<file path="src/tfsm_pkg.sv">
`timescale 1ns / 1ps
`default_nettype none

package tfsm_pkg;

  localparam int STATE_W    = 8;
  localparam int SYM_W      = 2;
  localparam int COUNT_W    = 32;
  localparam int MAX_STATES = 1 << STATE_W;
  localparam int ALPHABET   = 1 << SYM_W;
  localparam int TBL_ADDR_W = STATE_W + SYM_W;

  typedef enum logic [1:0] {
    OP_LOAD    = 2'd0,
    OP_RESTART = 2'd1,
    OP_RUN     = 2'd2,
    OP_READ    = 2'd3
  } op_t;

  // controller -> datapath
  typedef struct packed {
    logic capture;   // latch request, table write/read, restart
    logic tbl_step;  // table data back: move state, issue counter read
    logic cnt_step;  // counter data back: build count, write back on run
    logic emit;      // move pending result into output register
  } dp_cmd_t;

  // datapath -> controller
  typedef struct packed {
    logic out_free;
  } dp_status_t;

endpackage

`default_nettype wire

</file>
<file path="src/tfsm_ctrl.sv">
`timescale 1ns / 1ps
`default_nettype none

module tfsm_ctrl
  import tfsm_pkg::*;
(
  input  wire logic       clk,
  input  wire logic       rst,
  input  wire logic       req_valid,
  input  wire logic [1:0] req_opcode,
  output logic            req_ready,
  output dp_cmd_t         cmd,
  input  wire dp_status_t status
);

  typedef enum logic [1:0] {
    S_IDLE,
    S_TBL,
    S_CNT,
    S_EMIT
  } state_t;

  state_t state;

  assign req_ready = (state == S_IDLE);

  always_comb begin
    cmd          = '0;
    cmd.capture  = (state == S_IDLE) && req_valid;
    cmd.tbl_step = (state == S_TBL);
    cmd.cnt_step = (state == S_CNT);
    cmd.emit     = (state == S_EMIT) && status.out_free;
  end

  always_ff @(posedge clk) begin
    if (rst) begin
      state <= S_IDLE;
    end else begin
      unique case (state)
        S_IDLE: begin
          if (req_valid) begin
            unique case (op_t'(req_opcode))
              OP_RUN:  state <= S_TBL;
              OP_READ: state <= S_CNT;
              default: state <= S_EMIT;
            endcase
          end
        end
        S_TBL:  state <= S_CNT;
        S_CNT:  state <= S_EMIT;
        S_EMIT: begin
          if (status.out_free) state <= S_IDLE;
        end
        default: state <= S_IDLE;
      endcase
    end
  end

endmodule

`default_nettype wire

</file>
<file path="config.mk">
export PLATFORM = sky130hd
export DESIGN_NAME = tfsm_ctrl
export DESIGN_NICKNAME = d
export VERILOG_FILES = /design/src/tfsm_pkg.sv /design/src/tfsm_ctrl.sv
export SDC_FILE = /design/constraint.sdc
export NUM_CORES = 1
export LEC_CHECK = 0
export BUFFER_PORTS_ARGS = -buffer_cell sky130_fd_sc_hd__buf_2
export CAP_MARGIN = 10
export CORE_AREA = 2 2 39 41
export DETAILED_ROUTE_END_ITERATION = 6
export DIE_AREA = 0 0 41 43
export HOLD_SLACK_MARGIN = 0.06
export PLACE_DENSITY_LB_ADDON = 0.08
export SLEW_MARGIN = 20
export SYNTH_ARGS = -nofsm -noshare
export SYNTH_HDL_FRONTEND = slang
export SYNTH_SLANG_ARGS = --single-unit
export TNS_END_PERCENT = 50
</file>
<file path="constraint.sdc">
create_clock -name clk -period 1.6 [get_ports clk]
set_clock_uncertainty 0.2 [all_clocks]
set_input_delay 0.16 -clock clk [delete_from_list [all_inputs] [get_ports clk]]
set_output_delay 0.16 -clock clk [all_outputs]
set_load 0.03 [all_outputs]
</file>
==> flow_metrics.tcl, run 1 <==
set metrics [dict create \
    run_status "finished clean" \
    synth_top_cell_by_area "ha_1" \
    required_ns 1.24 \
    yosys_most_used_dff "dfxtp_1" \
    p_per_area_mw_per_mm2 1850 \
    antennaDiodeCount 0 \
    p_leak_nw 0.155 \
    grt_overflow 0 \
    area_growth_pct 58.9 \
    postSynthNetCount 34 \
    gp_congestion 0.599 \
    synth_top_area_share_pct 30.7 \
    yosysSeqAreaShare_pct 19.6 \
    nets 50 \
    port_buffers 10 \
    clock-sinks 2 \
    clockBufferDepth 2 \
    critPathTopFamily "flip-flops" \
    post-dp-hpwl_um 389 \
    instances_no_fill 53 \
    worstSetupStartpointType "flop" \
    antenna_found_initial 0 \
    die_area_mm2 0.00176 \
    rsz0062_at_grt "false" \
    crit_buf_inv 2 \
    antenna_left 0 \
    die_y_um 43 \
    drt_pass1_iterations 3 \
    drt-total-wl_um 445 \
    drive_gt1_share_pct 51.4 \
    crit_path_top_delay_cell "dfxtp_2" \
    post-route-drc-count 0 \
    syn_area_um2 204 \
    synth_edf_count 0 \
    cts_tree "done" \
    core_area_mm2 0.00138 \
    fin_crit_sh_pct 94.9 \
    synth_async_sr_flop_share_pct 0 \
    tightest_slew_ns 0.180 \
    dp.cells 49 \
    grt_usage_pct 6.11 \
    maxSlewViolCount 0 \
    crit_fanout 4 \
    relSlewSlack_pct 88.0 \
    ios 11 \
    ys_ff_latch 2 \
    hold_depth 4 \
    vias_per_cell 3.91 \
    largest_registers "state: 2 flops" \
    dp_worst_setup_slack_ns 0.151 \
    clock.fmax_mhz 658 \
    hold_class "primary input to flop" \
    synthCells 23 \
    worst_ir_drop_vdd_mv 0.462 \
    drt_iter0_drc 3 \
    root_buffer "clkbuf_4" \
    largest_reg_flops 2 \
    cap_violations 0 \
    fin_setup_tns_ns 0 \
    syn_area_per_cell_um2 8.87 \
    finalSetupViolCount 0 \
    worstPathArrival_ns 1.16 \
    yosys-top-cells-area "ha_1 (31%), dfxtp_1 (20%), o2111ai_1 (8.6%), and2b_1 (7.4%), a21oi_1 (4.9%)" \
    reg2regPathDepth 4 \
    numCtsBuffers 3 \
    cpPeakStageDelay_ns 0.34 \
    synth_most_common_cell "ha_1" \
    cts_htree_levels 1 \
    start_util_pct 14.7 \
    grt_pass1_vias 169 \
    finalHoldViolCount 0 \
    insertion_delay_ns 0.22 \
    vias 207 \
    path_cells "inv_1, ha_4, and2_2, clkbuf_4" \
    clkTransAtPathRegs_ns 0.03 \
    synthDistinctLibCells 13 \
    top_register "state" \
    yosysWarnings 0 \
    cp-end-kind "output pin" \
    worst-path-stages 4 \
    setup_slack_ns 0.0813 \
    post_drt_wl_per_cell_um 8.40 \
    grt_max_degree 5 \
    period_minus_slack_ns 1.52 \
    grt_pass1_wl_um 669 \
    critPathKind "flop to output pin" \
    fp.dieW_um 41 \
    core.rowCount 14 \
]
[cell usage in the layout (no fill, tap or decap), types with 2 or more instances in the layout]
| cell | n |
|---|---|
| buf_2 | 9 |
| clkbuf_4 | 4 |
| o2111ai_1 | 2 |
| o21ai_1 | 2 |
| and2b_1 | 2 |
| ha_1 | 4 |
| a21oi_1 | 2 |
| dfxtp_2 | 2 |
[per-stage QoR]
step	instance area [um^2]	hold WS [ns]	utilization [%]	power, mW
2_1_floorplan	204	0.0291	-	0.381
3_3_place_gp	274	0.138	19.8	0.465
3_5_place_dp	274	0.142	19.8	0.463
4_1_cts	312	0.0627	22.5	0.594
5_1_grt	324	0.0754	23.4	0.668
6_report	324	0.0640	23.4	0.600
[where the power goes]
part           total (mW)  switching (mW)  internal, mW
clock network       0.111          0.0279        0.0827
registers           0.104          0.0252        0.0786
logic               0.386           0.236         0.150
[logic make-up (layout without fill, tap and decap cells)]
kind of cell	Yosys count	after routing	share of synthesized area, %
and+or+nand+nor	8	8	27.6
adders and majority gates	5	5	30.7
DFF	2	2	19.6
buffers and inverters	2	16	3.68
AOI/OAI and AO/OA	6	6	18.4
[cell type report]
cell class,count,area [um^2]
clock buffers,3,22.5
flip-flops and latches,2,42.5
well taps,16,20.0
repair buffers,11,62.6
fillers,157,1060
inverters,2,7.51
multi-input cells,19,169
[routing by layer]
metal,global-route usage [%],share of wire (%),vias up
li1,-,-,110
met1,7.64,48,90
met2,6.88,43,7
met3,4.71,9.0,0
met4,4.00,0,0
met5,0,0,-
[repair_timing]
| action | 4_1_cts | 5_1_grt |
|---|---|---|
| hold buffers | 1 | 0 |
| buffers inserted | 0 | 0 |
| gates resized for setup | 3 | 3 |
| endpoints found under the hold margin | 2 | 0 |
| pin swaps | 0 | 1 |
| endpoints found under the setup margin | 1 | 1 |
[worst register-to-register path: stages, from the launching register on]
cell	delay, ns
dfxtp_2	0.34
inv_1	0.09
ha_1	0.28
o2111ai_1	0.20
a21oi_1	0.09
[final timing paths]
path	slack (ns)	endpoint	from
max reg2reg	0.29	state[1]	state[1]
min	0.06	state[0]	req_opcode[0]
min reg2reg	0.29	state[1]	state[1]
max	0.08	cmd[3]	state[1]
No activity file was read; power rests on OpenSTA's default activity.
==> run 2: changes to the inputs <==
Clock period 1.6 ns to 1.4 ns, I/O delays scaled along.
==> run 2 against run 1 <==
Non-clock buffer count grew 3. Sequential cell count is the same. Combinational power rose by 50%. Largest cell class unchanged. Routed wire length increased by 16%.
==> flow_metrics.tcl, run 2 (same netlist as run 1, synthesis figures left out) <==
set metrics [dict create \
    run_status "finished clean" \
    required_ns 1.06 \
    sw_frac_of_total_pct 45.2 \
    holdWs_ns 0.0616 \
    largest_reg_flops 2 \
    postLayoutCoreUtil_pct 27.4 \
    p_per_area_mw_per_mm2 2170 \
    worstPathArrival_ns 1.04 \
    post_drt_wl_per_cell_um 9.21 \
    die_area_mm2 0.00176 \
    period_minus_slack_ns 1.38 \
    drt_iter0_drc 3 \
    cts_tree "done" \
    p_clk_share_pct 15.2 \
    layout_commonest_cell "buf_2" \
    core_area_mm2 0.00138 \
    drive_gt1_share_pct 67.5 \
    start_util_pct 14.7 \
    post-dp-hpwl_um 398 \
    reg2regPathDepth 5 \
    worstSetupStartpointType "flop" \
    vias 228 \
    relSlewSlack_pct 87.1 \
    fillers 157 \
    final_cell_mix "buf_2 (7), clkbuf_4 (3), buf_6 (3), buf_4 (3)" \
    finalHoldViolCount 0 \
    area_growth_pct 85.9 \
    ios 11 \
    numCtsBuffers 3 \
    die_y_um 43 \
    maxSlewViolCount 0 \
    antenna_left 0 \
    grt_max_degree 5 \
    worst_ir_drop_vdd_mv 0.796 \
    fin_setup_tns_ns 0 \
    r2r_setup_slack_ns 0.02 \
    worst-path-stages 4 \
    fp.dieW_um 41 \
    tightest_slew_ns 0.194 \
    internal_power_uw 450 \
    root_buffer "clkbuf_4" \
    grt_pass1_vias 217 \
    finalPower_uw 822 \
    p_leak_nw 0.172 \
    crit_fanout 4 \
    dp.cells 51 \
    rsz0062_at_grt "true" \
    setup_slack_ns 0.0151 \
    clock-sinks 2 \
    fin_crit_sh_pct 98.9 \
    hold_depth 4 \
    cpPeakStageDelay_ns 0.34 \
    grt_usage_pct 7.82 \
    critPathTopFamily "flip-flops" \
    critPathKind "flop to output pin" \
    design_area_um2 379 \
    gp_congestion 0.645 \
    antenna_found_initial 0 \
    instances_no_fill 56 \
    p_switching_uw 371 \
    crit_buf_inv 2 \
    vias_per_cell 4.07 \
    antennaDiodeCount 0 \
    clock.fmax_mhz 722 \
    p_comb_share_pct 70.6 \
    placed_area_um2 292 \
    cp-end-kind "output pin" \
    cap_violations 0 \
    insertion_delay_ns 0.22 \
    path_cells "inv_2, ha_4, and2_4, buf_6" \
    finalSetupViolCount 0 \
    top_register "state" \
    clockBufferDepth 2 \
    core.rowCount 14 \
    grt_pass1_wl_um 869 \
    dp_worst_setup_slack_ns 0.0501 \
    drt-total-wl_um 516 \
    clkTransAtPathRegs_ns 0.03 \
    port_buffers 10 \
    post-route-drc-count 0 \
    drt_pass1_iterations 4 \
    seq_power_share_pct 14.1 \
    crit_path_top_delay_cell "dfxtp_2" \
    hold_class "primary input to flop" \
    cts_htree_levels 1 \
    grt_overflow 0 \
    largest_registers "state: 2 flops" \
    nets 53 \
]
==> run 2: cell types whose count changed in the layout (fill, tap and decap cells not counted), moves of 2 or more <==
cell   previous run  this run
buf_4             0         3
buf_6             0         3
buf_2             9         7
ha_1              4         2
ha_2              0         2
==> run 2: worst paths after layout <==
| path | start | to |
|---|---|---|
| worst max-delay path | state[0] | cmd[3] |
| worst min-delay path | req_opcode[0] | state[0] |
| worst max register to register | state[1] | state[1] |
| worst min register to register | state[1] | state[1] |
==> run 2: cell type report <==
cell class                 count  area [um^2]  area share [%]
sequential                     2         42.5            11.2
clock buffer                   3         22.5            5.94
multi-input combinational     19          185            48.8
tap                           16         20.0            5.28
timing repair buffer          14          101            26.7
inverter                       2         7.51            1.98
==> run 2: power by group through the flow <==
stage | clock network (mW) | registers [mW] | logic, mW
after floorplan | 0 | 0.105 | 0.339
after global placement | 0 | 0.104 | 0.473
after detailed placement | 0 | 0.105 | 0.464
after CTS | 0.135 | 0.114 | 0.536
after global routing | 0.144 | 0.120 | 0.638
final | 0.125 | 0.116 | 0.580
==> run 2: repair_timing <==
action | 4_1_cts | 5_1_grt
resized for setup | 9 | 8
endpoints found under the setup margin | 3 | 6
buffers inserted | 1 | 0
gates cloned | 0 | 0
hold endpoints to repair | 2 | 0
pin swaps | 1 | 2
hold buffers | 1 | 0
==> run 2: layer usage <==
| metal | track usage (%) | part of all wire (%) |
|---|---|---|
| met1 | 7.99 | 41 |
| met2 | 10.9 | 49 |
| met3 | 4.71 | 10 |
| met4 | 6.00 | 0 |
| met5 | 0 | 0 |
==> run 2: tightest hold or removal path, cell delays in order <==
cell,delay (ns)
buf_2,0.09
nand3_1,0.07
o2111ai_2,0.08
a21oi_2,0.05
